[src/sv/dirty_tile_mask_marker_assert.svh]
// ----------------------------------------------------------------------------
// Dirty tile mask marker: assertion macros
// Clocked on clk_i and disabled while rst_ni is low in the including module.
// ----------------------------------------------------------------------------
`ifndef DIRTY_TILE_MASK_MARKER_ASSERT_SVH
`define DIRTY_TILE_MASK_MARKER_ASSERT_SVH

// Same-cycle implication
`define DTM_ASSERT_NOW(lbl, ante, cons) \
  lbl: assert property (@(posedge clk_i) disable iff (!rst_ni) (ante) |-> (cons)) \
    else $error("dtm: same-cycle check failed");

// Next-cycle implication
`define DTM_ASSERT_NEXT(lbl, ante, cons) \
  lbl: assert property (@(posedge clk_i) disable iff (!rst_ni) (ante) |=> (cons)) \
    else $error("dtm: next-cycle check failed");

`endif

[src/sv/dtm_pkg.sv]
// ----------------------------------------------------------------------------
// Dirty tile mask marker package
// Command codes, fixed widths and the job record passed front to back.
// ----------------------------------------------------------------------------
`default_nettype none

package dtm_pkg;

  localparam int MASK_BITS   = 36;
  localparam int COORD_W     = 12;  // input coordinates
  localparam int BOX_W       = 14;  // padded box corners
  localparam int DELTA_W     = 13;  // line deltas
  localparam int ERR_W       = 15;  // Bresenham error term
  localparam int PAD_W       = 8;
  localparam int QUEUE_DEPTH = 2;
  localparam int QPTR_W      = (QUEUE_DEPTH > 1) ? $clog2(QUEUE_DEPTH) : 1;

  typedef enum logic [1:0] {
    KIND_POINT = 2'd0,
    KIND_RECT  = 2'd1,
    KIND_LINE  = 2'd2,
    KIND_CLEAR = 2'd3
  } kind_e;

  typedef struct packed {
    logic signed [BOX_W-1:0] xa;
    logic signed [BOX_W-1:0] ya;
    logic signed [BOX_W-1:0] xb;
    logic signed [BOX_W-1:0] yb;
  } box_t;

  typedef struct packed {
    logic signed [COORD_W-1:0] x0;
    logic signed [COORD_W-1:0] y0;
    logic signed [COORD_W-1:0] x1;
    logic signed [COORD_W-1:0] y1;
    logic signed [DELTA_W-1:0] dx;   // |x1 - x0|
    logic signed [DELTA_W-1:0] dy;   // -|y1 - y0|
    logic                      x_dec;
    logic                      y_dec;
    logic signed [ERR_W-1:0]   err;
    logic [PAD_W-1:0]          pad;
  } line_t;

  typedef struct packed {
    kind_e kind;
    logic  mark;   // box kinds: marks tiles (empty rectangles do not)
    box_t  box;
    line_t line;
  } job_t;

endpackage

`default_nettype wire

[src/sv/dtm_if.sv]
// ----------------------------------------------------------------------------
// Dirty tile mask marker channels
// Command and mask streams, valid/ready, one item per beat.
// ----------------------------------------------------------------------------
`default_nettype none

interface dtm_cmd_if;
  logic              valid;
  logic              ready;
  logic [1:0]        kind;
  logic signed [11:0] start_x;
  logic signed [11:0] start_y;
  logic signed [11:0] end_x;
  logic signed [11:0] end_y;
  logic signed [11:0] width;
  logic signed [11:0] height;
  logic [7:0]        padding;

  modport source (output valid, kind, start_x, start_y, end_x, end_y, width, height,
                  padding, input ready);
  modport sink   (input valid, kind, start_x, start_y, end_x, end_y, width, height,
                  padding, output ready);
endinterface

interface dtm_mask_if;
  logic        valid;
  logic        ready;
  logic [35:0] dirty_mask;

  modport source (output valid, dirty_mask, input ready);
  modport sink   (input valid, dirty_mask, output ready);
endinterface

`default_nettype wire

[src/sv/dtm_front.sv]
// ----------------------------------------------------------------------------
// Dirty tile mask marker front end
// Takes command beats and turns them into jobs: padded boxes for points and
// rectangles, Bresenham setup for lines.
// ----------------------------------------------------------------------------
`default_nettype none

module dtm_front (
  dtm_cmd_if.sink          cmd_i,
  output logic             push_valid_o,
  input  logic             push_ready_i,
  output dtm_pkg::job_t    push_job_o
);

  logic signed [dtm_pkg::BOX_W-1:0]   pad_s;
  logic signed [dtm_pkg::BOX_W-1:0]   sx_s, sy_s, w_s, h_s;
  logic signed [dtm_pkg::DELTA_W-1:0] diff_x, diff_y, abs_x, abs_y;
  dtm_pkg::kind_e                     kind;

  assign kind  = dtm_pkg::kind_e'(cmd_i.kind);
  assign pad_s = $signed({{(dtm_pkg::BOX_W-dtm_pkg::PAD_W){1'b0}}, cmd_i.padding});
  assign sx_s  = dtm_pkg::BOX_W'(cmd_i.start_x);
  assign sy_s  = dtm_pkg::BOX_W'(cmd_i.start_y);
  assign w_s   = dtm_pkg::BOX_W'(cmd_i.width);
  assign h_s   = dtm_pkg::BOX_W'(cmd_i.height);

  // line deltas
  assign diff_x = dtm_pkg::DELTA_W'(cmd_i.end_x) - dtm_pkg::DELTA_W'(cmd_i.start_x);
  assign diff_y = dtm_pkg::DELTA_W'(cmd_i.end_y) - dtm_pkg::DELTA_W'(cmd_i.start_y);
  assign abs_x  = diff_x[dtm_pkg::DELTA_W-1] ? -diff_x : diff_x;
  assign abs_y  = diff_y[dtm_pkg::DELTA_W-1] ? -diff_y : diff_y;

  // classify
  always_comb begin
    push_job_o      = '0;
    push_job_o.kind = kind;
    push_job_o.mark = 1'b1;
    case (kind)
      dtm_pkg::KIND_POINT: begin
        push_job_o.box.xa = sx_s - pad_s;
        push_job_o.box.ya = sy_s - pad_s;
        push_job_o.box.xb = sx_s + pad_s;
        push_job_o.box.yb = sy_s + pad_s;
      end
      dtm_pkg::KIND_RECT: begin
        push_job_o.mark   = (w_s > 0) && (h_s > 0);
        push_job_o.box.xa = sx_s - pad_s;
        push_job_o.box.ya = sy_s - pad_s;
        push_job_o.box.xb = sx_s + w_s - 14'sd1 + pad_s;
        push_job_o.box.yb = sy_s + h_s - 14'sd1 + pad_s;
      end
      dtm_pkg::KIND_LINE: begin
        push_job_o.line.x0    = cmd_i.start_x;
        push_job_o.line.y0    = cmd_i.start_y;
        push_job_o.line.x1    = cmd_i.end_x;
        push_job_o.line.y1    = cmd_i.end_y;
        push_job_o.line.dx    = abs_x;
        push_job_o.line.dy    = -abs_y;
        push_job_o.line.x_dec = !(cmd_i.start_x < cmd_i.end_x);
        push_job_o.line.y_dec = !(cmd_i.start_y < cmd_i.end_y);
        push_job_o.line.err   = dtm_pkg::ERR_W'(abs_x) - dtm_pkg::ERR_W'(abs_y);
        push_job_o.line.pad   = cmd_i.padding;
      end
      default: begin
        push_job_o.mark = 1'b0;
      end
    endcase
  end

  assign push_valid_o = cmd_i.valid;
  assign cmd_i.ready  = push_ready_i;

endmodule

`default_nettype wire

[src/sv/dtm_queue.sv]
// ----------------------------------------------------------------------------
// Dirty tile mask marker job queue
// Short FIFO that decouples command intake from tile marking.
// ----------------------------------------------------------------------------
`default_nettype none

module dtm_queue (
  input  logic          clk_i,
  input  logic          rst_ni,
  input  logic          push_valid_i,
  output logic          push_ready_o,
  input  dtm_pkg::job_t push_job_i,
  output logic          pop_valid_o,
  input  logic          pop_ready_i,
  output dtm_pkg::job_t pop_job_o
);

  localparam logic [dtm_pkg::QPTR_W:0]   Full    = (dtm_pkg::QPTR_W+1)'(dtm_pkg::QUEUE_DEPTH);
  localparam logic [dtm_pkg::QPTR_W-1:0] LastPtr = dtm_pkg::QPTR_W'(dtm_pkg::QUEUE_DEPTH - 1);

  dtm_pkg::job_t               slots_q [dtm_pkg::QUEUE_DEPTH];
  logic [dtm_pkg::QPTR_W-1:0]  wr_ptr_q, wr_ptr_d, rd_ptr_q, rd_ptr_d;
  logic [dtm_pkg::QPTR_W:0]    count_q, count_d;
  logic                        push, pop;

  assign push_ready_o = (count_q != Full);
  assign pop_valid_o  = (count_q != '0);
  assign push         = push_valid_i && push_ready_o;
  assign pop          = pop_valid_o && pop_ready_i;
  assign pop_job_o    = slots_q[rd_ptr_q];

  // pointers and fill level
  always_comb begin
    wr_ptr_d = wr_ptr_q;
    rd_ptr_d = rd_ptr_q;
    count_d  = count_q;
    if (push) begin
      wr_ptr_d = (wr_ptr_q == LastPtr) ? '0 : wr_ptr_q + 1'b1;
    end
    if (pop) begin
      rd_ptr_d = (rd_ptr_q == LastPtr) ? '0 : rd_ptr_q + 1'b1;
    end
    case ({push, pop})
      2'b10:   count_d = count_q + 1'b1;
      2'b01:   count_d = count_q - 1'b1;
      default: count_d = count_q;
    endcase
  end

  always_ff @(posedge clk_i or negedge rst_ni) begin
    if (!rst_ni) begin
      wr_ptr_q <= '0;
      rd_ptr_q <= '0;
      count_q  <= '0;
    end else begin
      wr_ptr_q <= wr_ptr_d;
      rd_ptr_q <= rd_ptr_d;
      count_q  <= count_d;
    end
  end

  // job slots
  always_ff @(posedge clk_i) begin
    if (push) begin
      slots_q[wr_ptr_q] <= push_job_i;
    end
  end

endmodule

`default_nettype wire

[src/sv/dtm_back.sv]
// ----------------------------------------------------------------------------
// Dirty tile mask marker back end
// Holds the tile mask, marks boxes, walks lines one pixel a cycle (the last pixel waits
// until the mask output is free) and registers each resulting mask beat.
// ----------------------------------------------------------------------------
`default_nettype none

module dtm_back #(
  parameter int DISPLAY_WIDTH  = 240,
  parameter int DISPLAY_HEIGHT = 240,
  parameter int TILE_SIZE      = 40
) (
  input  logic          clk_i,
  input  logic          rst_ni,
  input  logic          pop_valid_i,
  output logic          pop_ready_o,
  input  dtm_pkg::job_t pop_job_i,
  dtm_mask_if.source    mask_o
);

  localparam int TileCols = (DISPLAY_WIDTH + TILE_SIZE - 1) / TILE_SIZE;
  localparam logic signed [dtm_pkg::BOX_W-1:0] XMax = dtm_pkg::BOX_W'(DISPLAY_WIDTH - 1);
  localparam logic signed [dtm_pkg::BOX_W-1:0] YMax = dtm_pkg::BOX_W'(DISPLAY_HEIGHT - 1);

  localparam logic ST_IDLE = 1'b0;
  localparam logic ST_LINE = 1'b1;

  logic                                 state_q, state_d;
  logic [dtm_pkg::MASK_BITS-1:0]        mask_q, mask_d;
  logic                                 out_valid_q, out_valid_d;
  logic [dtm_pkg::MASK_BITS-1:0]        out_mask_q, out_mask_d;
  dtm_pkg::line_t                       walk_q, walk_d;

  logic                                 out_free, at_end;
  dtm_pkg::box_t                        pix_box, sel_box;
  logic signed [dtm_pkg::BOX_W-1:0]     xa_c, ya_c, xb_c, yb_c, pad_s;
  logic [dtm_pkg::MASK_BITS-1:0]        hits;
  logic signed [dtm_pkg::ERR_W:0]       e2, dx_w, dy_w;
  logic                                 step_x, step_y;

  function automatic logic signed [dtm_pkg::BOX_W-1:0] clamp(
    input logic signed [dtm_pkg::BOX_W-1:0] v,
    input logic signed [dtm_pkg::BOX_W-1:0] hi
  );
    logic signed [dtm_pkg::BOX_W-1:0] r;
    r = v;
    if (v < 0) r = '0;
    else if (v > hi) r = hi;
    return r;
  endfunction

  // padded box around the current line pixel
  assign pad_s      = $signed({{(dtm_pkg::BOX_W-dtm_pkg::PAD_W){1'b0}}, walk_q.pad});
  assign pix_box.xa = dtm_pkg::BOX_W'(walk_q.x0) - pad_s;
  assign pix_box.ya = dtm_pkg::BOX_W'(walk_q.y0) - pad_s;
  assign pix_box.xb = dtm_pkg::BOX_W'(walk_q.x0) + pad_s;
  assign pix_box.yb = dtm_pkg::BOX_W'(walk_q.y0) + pad_s;

  // one shared box marker
  assign sel_box = (state_q == ST_LINE) ? pix_box : pop_job_i.box;
  assign xa_c    = clamp(sel_box.xa, XMax);
  assign ya_c    = clamp(sel_box.ya, YMax);
  assign xb_c    = clamp(sel_box.xb, XMax);
  assign yb_c    = clamp(sel_box.yb, YMax);

  // a tile is hit when its pixel span overlaps the clamped box
  for (genvar gi = 0; gi < dtm_pkg::MASK_BITS; gi++) begin : g_tile
    localparam int Row = gi / TileCols;
    localparam int Col = gi % TileCols;
    localparam logic signed [dtm_pkg::BOX_W-1:0] XLo = dtm_pkg::BOX_W'(Col * TILE_SIZE);
    localparam logic signed [dtm_pkg::BOX_W-1:0] XHi = dtm_pkg::BOX_W'((Col + 1) * TILE_SIZE);
    localparam logic signed [dtm_pkg::BOX_W-1:0] YLo = dtm_pkg::BOX_W'(Row * TILE_SIZE);
    localparam logic signed [dtm_pkg::BOX_W-1:0] YHi = dtm_pkg::BOX_W'((Row + 1) * TILE_SIZE);
    assign hits[gi] = (xa_c < XHi) && (xb_c >= XLo) && (ya_c < YHi) && (yb_c >= YLo);
  end

  // Bresenham step decision
  assign e2     = {walk_q.err, 1'b0};
  assign dx_w   = (dtm_pkg::ERR_W+1)'(walk_q.dx);
  assign dy_w   = (dtm_pkg::ERR_W+1)'(walk_q.dy);
  assign step_x = (e2 >= dy_w);
  assign step_y = (e2 <= dx_w);
  assign at_end = (walk_q.x0 == walk_q.x1) && (walk_q.y0 == walk_q.y1);

  assign out_free = !out_valid_q || mask_o.ready;

  // sequencer
  always_comb begin
    state_d     = state_q;
    mask_d      = mask_q;
    out_valid_d = out_valid_q && !mask_o.ready;
    out_mask_d  = out_mask_q;
    walk_d      = walk_q;
    pop_ready_o = 1'b0;
    case (state_q)
      ST_IDLE: begin
        pop_ready_o = (pop_job_i.kind == dtm_pkg::KIND_LINE) || out_free;
        if (pop_valid_i && pop_ready_o) begin
          case (pop_job_i.kind)
            dtm_pkg::KIND_POINT, dtm_pkg::KIND_RECT: begin
              if (pop_job_i.mark) begin
                mask_d = mask_q | hits;
              end
              out_valid_d = 1'b1;
              out_mask_d  = mask_d;
            end
            dtm_pkg::KIND_LINE: begin
              walk_d  = pop_job_i.line;
              state_d = ST_LINE;
            end
            dtm_pkg::KIND_CLEAR: begin
              out_valid_d = 1'b1;
              out_mask_d  = mask_q;
              mask_d      = '0;
            end
            default: begin
              state_d = ST_IDLE;
            end
          endcase
        end
      end
      ST_LINE: begin
        if (!at_end) begin
          mask_d = mask_q | hits;
          if (step_x) begin
            walk_d.x0 = walk_q.x_dec ? walk_q.x0 - 12'sd1 : walk_q.x0 + 12'sd1;
          end
          if (step_y) begin
            walk_d.y0 = walk_q.y_dec ? walk_q.y0 - 12'sd1 : walk_q.y0 + 12'sd1;
          end
          walk_d.err = dtm_pkg::ERR_W'((dtm_pkg::ERR_W+1)'(walk_q.err)
                       + (step_x ? dy_w : '0) + (step_y ? dx_w : '0));
        end else if (out_free) begin
          mask_d      = mask_q | hits;
          out_valid_d = 1'b1;
          out_mask_d  = mask_d;
          state_d     = ST_IDLE;
        end
      end
      default: begin
        state_d = ST_IDLE;
      end
    endcase
  end

  // control state
  always_ff @(posedge clk_i or negedge rst_ni) begin
    if (!rst_ni) begin
      state_q     <= ST_IDLE;
      mask_q      <= '0;
      out_valid_q <= 1'b0;
    end else begin
      state_q     <= state_d;
      mask_q      <= mask_d;
      out_valid_q <= out_valid_d;
    end
  end

  // payload
  always_ff @(posedge clk_i) begin
    out_mask_q <= out_mask_d;
    walk_q     <= walk_d;
  end

  assign mask_o.valid      = out_valid_q;
  assign mask_o.dirty_mask = out_mask_q;

endmodule

`default_nettype wire

[src/sv/dirty_tile_mask_marker.sv]
// Point, rectangle and read-and-clear pass the job queue, then give a registered mask beat.
// A line is walked pixel by pixel in the back-end walker (one pixel per cycle).
// Throughput: one point/rectangle/clear per cycle unless mask_o stalls or a line is walked.
// A two-entry job queue lets commands be taken while a line is being walked.
// Reset (rst_ni low, asynchronous): mask cleared, queue emptied, no result pending.
// ----------------------------------------------------------------------------
// Dirty tile mask marker
// Tracks which screen tiles need a redraw from point, rectangle and line commands.
// ----------------------------------------------------------------------------
`default_nettype none

module dirty_tile_mask_marker #(
  parameter int DISPLAY_WIDTH  = 240,
  parameter int DISPLAY_HEIGHT = 240,
  parameter int TILE_SIZE      = 40
) (
  input  logic       clk_i,
  input  logic       rst_ni,
  dtm_cmd_if.sink    cmd_i,
  dtm_mask_if.source mask_o
);

  `include "dirty_tile_mask_marker_assert.svh"

  logic          push_valid, push_ready, pop_valid, pop_ready;
  logic          box_pop;
  dtm_pkg::job_t push_job, pop_job;

  dtm_front u_front (
    .cmd_i        (cmd_i),
    .push_valid_o (push_valid),
    .push_ready_i (push_ready),
    .push_job_o   (push_job)
  );

  dtm_queue u_queue (
    .clk_i        (clk_i),
    .rst_ni       (rst_ni),
    .push_valid_i (push_valid),
    .push_ready_o (push_ready),
    .push_job_i   (push_job),
    .pop_valid_o  (pop_valid),
    .pop_ready_i  (pop_ready),
    .pop_job_o    (pop_job)
  );

  dtm_back #(
    .DISPLAY_WIDTH  (DISPLAY_WIDTH),
    .DISPLAY_HEIGHT (DISPLAY_HEIGHT),
    .TILE_SIZE      (TILE_SIZE)
  ) u_back (
    .clk_i       (clk_i),
    .rst_ni      (rst_ni),
    .pop_valid_i (pop_valid),
    .pop_ready_o (pop_ready),
    .pop_job_i   (pop_job),
    .mask_o      (mask_o)
  );

  // back end takes a non-line job this cycle
  assign box_pop = pop_valid && pop_ready && (pop_job.kind != dtm_pkg::KIND_LINE);

  // command intake only stalls on a full queue
  `DTM_ASSERT_NOW(a_stall_means_queued, !cmd_i.ready, pop_valid)
  // an accepted beat is in the queue on the next cycle
  `DTM_ASSERT_NEXT(a_accept_queued, cmd_i.valid && cmd_i.ready, pop_valid)
  // non-line jobs produce a mask beat right away
  `DTM_ASSERT_NEXT(a_box_result, box_pop, mask_o.valid)

endmodule

`default_nettype wire

[src/flat_wrapper.sv]
// flat-port wrapper written by rule: the top's interface ports become plain ports
module dirty_tile_mask_marker_flat 
#(
  parameter int DISPLAY_WIDTH  = 240,
  parameter int DISPLAY_HEIGHT = 240,
  parameter int TILE_SIZE      = 40
)
  (clk_i, rst_ni, cmd_i_valid, cmd_i_kind, cmd_i_start_x, cmd_i_start_y, cmd_i_end_x, cmd_i_end_y, cmd_i_width, cmd_i_height, cmd_i_padding, cmd_i_ready, mask_o_valid, mask_o_dirty_mask, mask_o_ready);
  dtm_cmd_if cmd_i_i ();
  dtm_mask_if mask_o_i ();
  input  logic clk_i;
  input  logic rst_ni;
  input wire logic [$bits(cmd_i_i.valid)-1:0] cmd_i_valid;
  input wire logic [$bits(cmd_i_i.kind)-1:0] cmd_i_kind;
  input wire logic [$bits(cmd_i_i.start_x)-1:0] cmd_i_start_x;
  input wire logic [$bits(cmd_i_i.start_y)-1:0] cmd_i_start_y;
  input wire logic [$bits(cmd_i_i.end_x)-1:0] cmd_i_end_x;
  input wire logic [$bits(cmd_i_i.end_y)-1:0] cmd_i_end_y;
  input wire logic [$bits(cmd_i_i.width)-1:0] cmd_i_width;
  input wire logic [$bits(cmd_i_i.height)-1:0] cmd_i_height;
  input wire logic [$bits(cmd_i_i.padding)-1:0] cmd_i_padding;
  output wire logic [$bits(cmd_i_i.ready)-1:0] cmd_i_ready;
  output wire logic [$bits(mask_o_i.valid)-1:0] mask_o_valid;
  output wire logic [$bits(mask_o_i.dirty_mask)-1:0] mask_o_dirty_mask;
  input wire logic [$bits(mask_o_i.ready)-1:0] mask_o_ready;
  assign cmd_i_i.valid = cmd_i_valid;
  assign cmd_i_i.kind = cmd_i_kind;
  assign cmd_i_i.start_x = cmd_i_start_x;
  assign cmd_i_i.start_y = cmd_i_start_y;
  assign cmd_i_i.end_x = cmd_i_end_x;
  assign cmd_i_i.end_y = cmd_i_end_y;
  assign cmd_i_i.width = cmd_i_width;
  assign cmd_i_i.height = cmd_i_height;
  assign cmd_i_i.padding = cmd_i_padding;
  assign cmd_i_ready = cmd_i_i.ready;
  assign mask_o_valid = mask_o_i.valid;
  assign mask_o_dirty_mask = mask_o_i.dirty_mask;
  assign mask_o_i.ready = mask_o_ready;
  dirty_tile_mask_marker #(.DISPLAY_WIDTH(DISPLAY_WIDTH), .DISPLAY_HEIGHT(DISPLAY_HEIGHT), .TILE_SIZE(TILE_SIZE)) u_core (.clk_i(clk_i), .rst_ni(rst_ni), .cmd_i(cmd_i_i), .mask_o(mask_o_i));
endmodule
[config.mk]
export PLATFORM = sky130hd
export DESIGN_NAME = dirty_tile_mask_marker_flat
export DESIGN_NICKNAME = d
export VERILOG_FILES = /design/src/sv/dtm_pkg.sv /design/src/sv/dtm_if.sv /design/src/sv/dtm_front.sv /design/src/sv/dtm_queue.sv /design/src/sv/dtm_back.sv /design/src/sv/dirty_tile_mask_marker.sv /design/src/flat_wrapper.sv
export VERILOG_INCLUDE_DIRS = /design/src /design/src/sv
export SDC_FILE = /design/constraint.sdc
export NUM_CORES = 1
export LEC_CHECK = 0
export BUFFER_PORTS_ARGS = -buffer_cell sky130_fd_sc_hd__buf_2
export CAP_MARGIN = 20
export CORE_MARGIN = 2
export CORE_UTILIZATION = 30
export DETAILED_ROUTE_END_ITERATION = 12
export HOLD_SLACK_MARGIN = 0.08
export SLEW_MARGIN = 15
export SYNTH_ARGS = -nofsm -noshare
export SYNTH_HDL_FRONTEND = slang
export SYNTH_SLANG_ARGS = --single-unit
[constraint.sdc]
create_clock -name clk_i -period 21.5 [get_ports clk_i]
set_input_delay 6.45 -clock clk_i [delete_from_list [all_inputs] [get_ports clk_i]]
set_output_delay 6.45 -clock clk_i [all_outputs]
set_load 0.02 [all_outputs]
==> summary by stage, run 1 <==
Logic synthesis
Synthesis instantiated between 90 and 100 different standard cells from the library. Counting flops and latches in the post-synthesis netlist gives 475. The share of the Yosys chip area taken by registers is 0.464. The synthesized design contains 433 enable-type register cells. Of the total synthesized cell area, the portion taken by full adders, half adders and majority gates is 0.125. The commonest cells after synthesis are 433 x sky130_fd_sc_hd__edfxtp_1, 288 x sky130_fd_sc_hd__inv_1, 233 x sky130_fd_sc_hd__ha_1, 188 x sky130_fd_sc_hd__nor2_1, 142 x sky130_fd_sc_hd__nand2_1.

The warning count from the yosys run is 0. The simple-gate area share of the yosys netlist is 0.117. The share of synthesized area in the top cell type comes to 0.429. The proportion of register bits with asynchronous set or reset after synthesis is 0.0884. After synthesis, the mean cell area works out to approximately 11 um^2. The cell area that synthesis handed to floorplanning was slightly above 0.03 mm^2. The multiplexer fraction of the synthesized cell area is 0.0449. The post-synthesis compound-gate area fraction came to 0.154.

The library cell with the highest instance count after synthesis is sky130_fd_sc_hd__edfxtp_1. The main combinational cell family by area after synthesis is compound AO/OA/AOI/OAI gates. The xor/xnor cell area share of the yosys netlist is 0.0453. The cell accounting for the most synthesized area is sky130_fd_sc_hd__edfxtp_1. The dominant register cell in the synthesized netlist is sky130_fd_sc_hd__edfxtp_1. The net count after synthesis is roughly 3,200. The gate count of the mapped netlist is approximately 2,800. Yosys attributes the largest share of cell area to sky130_fd_sc_hd__edfxtp_1 43%, sky130_fd_sc_hd__ha_1 9.6%, sky130_fd_sc_hd__inv_1 3.6%, sky130_fd_sc_hd__dfrtp_1 3.5%, sky130_fd_sc_hd__xnor2_1 2.9%.

Floorplanning
The die width is around 320 um. The starting density of the core is 0.303. The area of the placeable core is roughly 0.1 mm^2.

The I/O pin total is 124. The area of the die is around 0.10 mm^2. The floorplan has between 100 and 150 rows. The die boundary height is ~320 um.

Setup path
Traced cell by cell, the critical path runs through buf_2 > inv_1 > ha_1 > inv_1 > fa_1 > a21o_1 > a21oi_1 > o221ai_1 > nand2_1 > a41oi_1 > mux2_2 > fa_1 > a21o_1 > a21oi_1 > o21ai_0 > a21oi_1 > o21bai_1 > a211o_1 > a2111oi_0 > o21ai_0 > nor3b_1. In this design, the largest share of critical-path delay is due to compound AO/OA/AOI/OAI gates. The path type of the worst setup path is in -> reg. The type of destination of the critical path is a register.

The cell with the largest stage delay on the worst path is sky130_fd_sc_hd__a2111oi_0. The largest stage delay on the critical path is ~0.5 ns. The number of buffers and inverters on the critical path is 3. The worst path required time is around 22 ns. The largest fanout on the critical path is 8. By instance count, the cell type seen most on the critical path is sky130_fd_sc_hd__a21oi_1. The worst setup path is launched from an input port.

The data arrival at the endpoint of the critical path is roughly 11 ns.

Job
The tool flagged a number of max-cap violations equal to 0.

Clocking
Clock tree synthesis inserted a total of between 50 and 60 buffers. Once the clock tree was built, the resizer swapped 0 gates to a different size. For this design, the CTS-stage hold fixing added 0 buffers. The clock transition time at the flip-flop clock pins of the worst setup and hold paths is approximately 0.06 ns. In this run the number of H-tree levels came out at 2. The later pin in the worst-skew pair is clocked with a latency of ~0.64 ns. The TritonCTS clock tree is built. In this run the clock root is driven by a sky130_fd_sc_hd__clkbuf_16.

The buffers inserted during post-CTS setup optimization is 0. Counting along the longest clock path gives a buffer depth of 3. For this design, the sink count on the clock tree is between 400 and 500.

STA
For this run, the top clock speed supported by timing is slightly below 0.09 GHz. The final number of setup-violating endpoints is 0. The accumulated negative setup slack is 0 ns.

Setup repair after global routing left no endpoint under its margin. The final hold violation count was 0. On the final layout, the worst clock skew is about 0.038 ns.

The transition time at the pin with the least slew margin is just over 1 ns. The worst slew slack as a fraction of its limit is 0.308. The final worst-path cycle share is 0.520.

The final critical-path required period is around 11 ns. Setup slack on the critical path of the routed design comes to between 10 and 15 ns. The number of max-slew violations in the final report is 0.

Placed design
The placement-stage worst setup slack is between 9 and 10 ns. The count of buffers inserted at the top-level ports is approximately 120. Including well taps, the total number of placed cells is 4,139. Once placement finished, the instance area stood at between 0.03 and 0.04 mm^2. Detailed placement ended at an HPWL of 62,200 um.

The congestion estimate from routability-driven global placement came to 0.899.

Global route
Entering global routing, the biggest net connects 150 pins. The initial antenna violation count is 20. The sum of overflow across all layers after global routing is 0. The via count of the first global-routing pass was 20,700. The global-route wire length before repair is approximately 130,000 um. The total routing resource utilization after global routing is 0.159.

Final layout
The final instance count without filler cells is between 4,000 and 5,000. The layout has 10,000 filler cells. The area overhead of the layout relative to synthesis is 12.8%.

Of the cells placed in the final design, the portion with a size suffix greater than 1 is 0.129. The final layout contains 3,260 nets. Summing all non-filler instances in the final layout gives an area of around 0.034 mm^2.

Detailed routing
The final routed wirelength across all metal layers is between 80,000 and 90,000 um. For this block, the via count after detailed routing is ~22,000. The pre-antenna-repair detailed-routing pass consisted of 5 iterations. The vias per cell is roughly 5.1. The initial DRC count is roughly 1,600. The count of unresolved DRC violations after routing is 0. The number of nets with antenna violations after detailed routing is 0. After detailed routing, the average wire length per cell comes to ~20 um.

Power and ir drop
VDD sags by at most ~0.07 mV. In this run the power density over the cells is approximately 140 mW/mm^2. The overall power after layout is roughly 4.7 mW.

In this run the static leakage power is around 14 nW.

Run status
The run finished with clean final reports.

Worst hold path
The tightest min-delay check is of the reg -> reg type.
## cell usage in the layout (no fill, tap or decap), drive strengths merged, types with 21 or more instances in the layout
master	n
o21ai	139
nand4	21
nand2	142
inv	291
nor2	189
mux2i	56
or3	28
clkbuf	62
nand3	47
o21a	23
clkinv	24
or2	22
dfrtp	42
o22ai	37
a31oi	26
nor3	50
nand2b	24
o21bai	32
xor2	51
edfxtp	433
nor4	22
a21oi	128
nor2b	39
and3	43
a211oi	39
mux2	71
and2	26
buf	146
a21o	46
fa	44
ha	233
xnor2	104
## layer usage
layer	wire length, um	part of all wire	global-route usage
met4	2430	0.029	0.0544
met1	37900	0.45	0.216
met2	39000	0.46	0.258
met5	80	0.00095	0
met3	4560	0.054	0.0250
## path summary, 6_finish.rpt
kind	start	to	slack (ns)	depth (start not counted)
max	cmd_i_end_x[0]	u_core.u_queue.slots_q[1][20]	10.32	21
min	u_core.u_back.mask_q[33]	u_core.u_back.mask_q[33]	0.48	2
max reg2reg	u_core.u_back.walk_q[87]	u_core.u_back.mask_q[30]	15.37	17
min reg2reg	u_core.u_back.mask_q[33]	u_core.u_back.mask_q[33]	0.48	2
max in group asynchronous	rst_ni	u_core.u_back.mask_q[32]	15.30	2
min in group asynchronous	rst_ni	u_core.u_back.mask_q[4]	5.71	1
## power by group
group	leakage, nW	internal, mW	switching [mW]	total (mW)
sequential	4.55	1.37	0.146	1.51
combinational	8.20	0.903	1.38	2.28
clock	0.846	0.550	0.382	0.932
total	13.6	2.82	1.91	4.73
## registers in the layout (all words and copies together), names as in the netlist
name and cells:
u_core.u_back.state_q 1, u_core.u_back.e2 15, u_core.u_back.pad_s 8, u_core.u_back.walk_q 50, u_core.u_queue.slots_q 298, u_core.u_back.mask_o.dirty_mask 36
u_core.u_back.mask_o.valid 1, u_core.u_queue.count_q 2, u_core.u_back.dx_w 13, u_core.u_back.mask_q 36, u_core.u_queue.rd_ptr_q 1, u_core.u_back.dy_w 13
u_core.u_queue.wr_ptr_q 1
## per-stage QoR
step | util | hold slack, ns
after floorplan | - | 0.444
after global placement | 0.323 | 0.459
after detailed placement | 0.323 | 0.470
after CTS | 0.341 | 0.485
after global routing | 0.341 | 0.505
final | 0.341 | 0.483
## area by class of cell
type                       count  area, um^2  area share
tap                         1298        1620      0.0475
clock buffer                  62        1360      0.0398
inverter                     295        1110      0.0324
timing repair buffer         146         826      0.0242
antenna                        5        12.5    0.000366
clock inverter                34         415      0.0122
sequential                   475       14100       0.411
multi-input combinational   1926       14800       0.432
## kinds of logic (layout without fill, tap and decap cells)
group | count (synthesis) | count (layout)
AOI/OAI and AO/OA | 667 | 667
xor gates and xnor gates | 155 | 155
adders and majority gates | 277 | 277
buffers and inverters | 395 | 537
DFF | 475 | 475
muxes | 127 | 127
other | 0 | 5
and+or+nand+nor | 700 | 700
## tightest hold or removal path, stage by stage, from the launching register on
cell,delay (ns)
sky130_fd_sc_hd__dfrtp_1,0.34
sky130_fd_sc_hd__nand2_1,0.05
sky130_fd_sc_hd__o21ai_0,0.06
Note: power is estimated with default switching activity, not from simulation.
==> run 2: changes to the inputs <==
Settings changed: ABC_AREA set to 1.
Clock period 21.5 ns to 9.61 ns, I/O delays scaled along.
==> run 2 against run 1 <==
Sequential power grew 81%. Flip-flop and latch count did not move. Global-route usage is 0.39 points higher. Sequential share of layout area decreased by 1.3 points. Largest power group is now registers.
==> summary by stage, run 2 <==
Clocking
Post-CTS repair changed the size of 0 cells. The root buffer cell is sky130_fd_sc_hd__clkbuf_16. Hold repair after CTS inserted 0 buffers. The number of sinks driven by the clock tree is between 400 and 500. The clock latency at the later pin of the worst-skew pair is 0.64 ns. In this run the deepest clock path goes through 3 buffers. The clock transition time at the flip-flop clock pins of the worst setup and hold paths is approximately 0.06 ns. The clock buffer count from CTS is 54. TritonCTS built the clock tree. The clock tree synthesis step divided the H-tree into 2 levels.

The buffers inserted during post-CTS setup optimization is 0.

Logic synthesis
For this run, the register share of the synthesized area comes to 0.449. The dominant register cell in the synthesized netlist is sky130_fd_sc_hd__edfxtp_1. The library cell with the highest instance count after synthesis is sky130_fd_sc_hd__nand2_1. The gate count of the mapped netlist is about 3,700. The synthesized area per cell is about 8.4 um^2. The proportion of register bits with asynchronous set or reset after synthesis is 0.0884. The warning count from the yosys run is 0. Sorting the synthesized cells by how often they occur yields 1,041 x sky130_fd_sc_hd__nand2_1, 509 x sky130_fd_sc_hd__inv_1, 433 x sky130_fd_sc_hd__edfxtp_1, 350 x sky130_fd_sc_hd__nor2_1, 233 x sky130_fd_sc_hd__ha_1. The share of synthesized area in the top cell type comes to 0.416.

The total of flip-flops plus latches after synthesis is between 400 and 500. In this run, synthesis inferred between 400 and 500 flip-flops with an integrated enable. The count of cell types in the netlist is 68. After synthesis, the cell types taking the most area are sky130_fd_sc_hd__edfxtp_1 42%, sky130_fd_sc_hd__nand2_1 12%, sky130_fd_sc_hd__ha_1 9.3%, sky130_fd_sc_hd__inv_1 6.1%, sky130_fd_sc_hd__nor2_1 4.2%.

The net count after synthesis is between 4,000 and 5,000. The cell accounting for the most synthesized area is sky130_fd_sc_hd__edfxtp_1. After synthesis the cells add up to between 0.03 and 0.04 mm^2.

STA
The number of max-slew violations in the final report came to 0. The worst hold slack across all endpoints is between 0.4 and 0.5 ns. The accumulated negative setup slack is 0 ns. The transition time at the pin with the least slew margin is 1.20 ns. The clock tree skew after final layout is between 0.07 and 0.08 ns. The final worst-path cycle share is 0.738.

The worst slew slack as a fraction of its limit is 0.196. The final number of setup-violating endpoints is 0. For this run, the top clock speed supported by timing is 0.141 GHz. Setup repair after global routing left no endpoint under its margin. The final critical-path required period is 7.09 ns. The final hold violation count is 0.

Power and ir drop
The maximum ir drop on the vdd rail is 0.134 mV. The sequential cell fraction of total power is 0.448. The proportion of total power due to net switching is 0.294. The reported leakage power is 16.0 nW. For this design the total switching power over the nets is around 1.8 mW. The internal power summed over all cells is between 4 and 5 mW.

Of the total power, combinational logic draws 0.193. The total power density per cell area is about 170 mW/mm^2. Of the total power, the clock network draws 0.359.

Floorplanning
The area of the placeable core is between 0.1 and 0.15 mm^2. During I/O placement, the number of pins put on the boundary was 124. For this configuration, the core starts out at a cell density of 0.302. From bottom edge to top edge, the die measures 327 um. The area of the die is approximately 0.11 mm^2. The floorplan step set the die width to roughly 330 um.

After floorplanning, the core was divided into between 100 and 150 placement rows.

Global route
The maximum number of pins on one net before global-route repair is 151. The initial antenna violation count came to 4. Across every metal layer, demand over resource in global routing totals 0.163. For this run the aggregate overflow at the end of global routing stands at 0. The via count of the first global-routing pass is about 23,000.

The global-route wire length before repair is about 140,000 um.

Detailed routing
After detailed routing, the number of remaining DRC violations is 0. The routed design has between 80,000 and 90,000 um of wire. The detail route stage leaves a number of antenna-violating nets equal to 0.

After the first detailed-routing iteration, the DRC count stood at 2,061. Dividing the detail-routed wire length by the instance count gives 16.8 um. The count of TritonRoute iterations in the first routing pass is 8. The number of vias after detailed routing is about 25,000. The vias per cell is between 4 and 5.

Setup path
For this run, the slowest stage of the critical path takes 0.52 ns. The data arrival at the endpoint of the critical path is 7.45 ns. The worst setup path is captured at a register. In this run the worst path has a maximum fanout of 10. Data on the critical path is required at its endpoint by between 9 and 10 ns. In this design, the critical path's most frequently occurring cell is sky130_fd_sc_hd__nand2_1. The startpoint class of the critical path is an input port.

The path type of the worst setup path is in -> reg. The cell with the largest stage delay on the worst path is sky130_fd_sc_hd__fa_1.

Final layout
The largest registers in the layout are u_core.u_queue.slots_q x298, u_core.u_back.walk_q x50. The register with the most flip-flops in the layout has slightly below 300 of them. The repair_antennas step left the layout with diodes totalling 0.

More flip-flops sit in one register than any other, and that register is u_core.u_queue.slots_q. The layout has 10,600 filler cells. The library cells used most frequently in the layout, excluding fill and tap cells, are 1,041 x sky130_fd_sc_hd__nand2_1, 507 x sky130_fd_sc_hd__inv_1, 433 x sky130_fd_sc_hd__edfxtp_1, 345 x sky130_fd_sc_hd__nor2_1, 233 x sky130_fd_sc_hd__ha_1. The final net count is 4,195. The post-layout instance area is 0.0353 mm^2. The share of cells above drive strength 1 is 0.0905. The most frequent standard cell in the layout excluding fill and tap cells is sky130_fd_sc_hd__nand2_1. The area overhead of the layout relative to synthesis is 13.0%.

Job
The number of maximum-capacitance violations is 0.

Run status
The flow ran to the end, and the final reports show no timing, DRC or antenna violations.

Worst hold path
The worst min-delay path class is reg -> reg.

Placed design
The estimated wirelength of the detail-placed design is between 60,000 and 70,000 um. At the end of routability-driven placement, the weighted congestion stood at 0.868. Summing all placed instances gives a cell area of 0.0334 mm^2.

The count of buffers inserted at the top-level ports is 123.
==> run 2: changes by cell type in the layout (fill, tap and decap cells not counted), sizes merged, moves of 44 or more <==
cell / previous run / this run
mux2: 71 / 0
o21ai: 139 / 197
a21oi: 128 / 172
inv: 291 / 537
nand2: 142 / 1059
nand3: 47 / 209
mux2i: 56 / 2
nor2: 189 / 366
xnor2: 104 / 30
==> run 2: final cells by class <==
type                    instances  area (um^2)  area share
clock buffers                  63         1390      0.0392
repair buffers                151          886      0.0251
clock inverters                38          507      0.0143
multi-input cells            2613        14800       0.418
inverters                     537         2020      0.0571
well taps                    1380         1730      0.0489
flip-flops and latches        475        14100       0.398
==> run 2: final timing paths <==
kind / start / to / slack (ns) / cells past startpoint
min: u_core.u_queue.slots_q[0][73] / u_core.u_back.walk_q[73] / 0.49 / 2
min reg2reg: u_core.u_queue.slots_q[0][73] / u_core.u_back.walk_q[73] / 0.49 / 2
max in group asynchronous: rst_ni / u_core.u_queue.rd_ptr_q / 6.74 / 2
max: cmd_i_end_x[0] / u_core.u_queue.slots_q[0][20] / 2.52 / 32
min in group asynchronous: rst_ni / u_core.u_back.mask_q[9] / 2.34 / 2
max reg2reg: u_core.u_back.e2[3] / u_core.u_back.e2[14] / 3.69 / 33
==> run 2: worst max-delay path, delay by kind of cell <==
family	cells	cell delay (ns)
buffers and inverters	8	0.89
AOI/OAI and AO/OA	8	1.42
adders and majority gates	3	1.12
and+or+nand+nor	13	1.15
==> run 2: kinds of logic (layout without fill, tap and decap cells) <==
| kind of cell | after synthesis | after routing | synth area share |
|---|---|---|---|
| and+or+nand+nor | 1763 | 1763 | 0.236 |
| adders and majority gates | 277 | 277 | 0.121 |
| DFF | 475 | 475 | 0.449 |
| muxes | 2 | 2 | 0.000640 |
| AOI/OAI and AO/OA | 486 | 486 | 0.0893 |
| buffers and inverters | 640 | 789 | 0.0795 |
| xor gates and xnor gates | 85 | 85 | 0.0241 |
==> run 2: power groups by stage <==
stage,sequential (mW),clock [mW],combinational (mW)
finish,2.73,2.19,1.18
global route,2.76,2.30,1.33
CTS,2.73,2.23,1.18
detailed placement,2.78,0,1.17
global placement,2.77,0,1.16
floorplan,2.80,0,0.804
==> run 2: through the flow <==
step / instances / worst slack, ns / util / total power, mW
after floorplan: 3728 / 2.27 / - / 3.60
after global placement: 5153 / 1.84 / 0.323 / 3.94
after detailed placement: 5155 / 1.93 / 0.323 / 3.95
after CTS: 5256 / 2.58 / 0.341 / 6.15
after global routing: 5257 / 1.93 / 0.341 / 6.40
final: 5257 / 2.52 / 0.341 / 6.11
==> run 2: per-layer routing <==
| metal | routed length, um | track usage | up-vias | share of wire |
|---|---|---|---|---|
| met4 | 2280 | 0.0456 | 2 | 0.026 |
| met2 | 39900 | 0.260 | 587 | 0.45 |
| li1 | - | - | 12500 | - |
| met3 | 4410 | 0.0188 | 104 | 0.050 |
| met5 | 11 | 0 | - | 0.00012 |
| met1 | 42000 | 0.233 | 11700 | 0.47 |
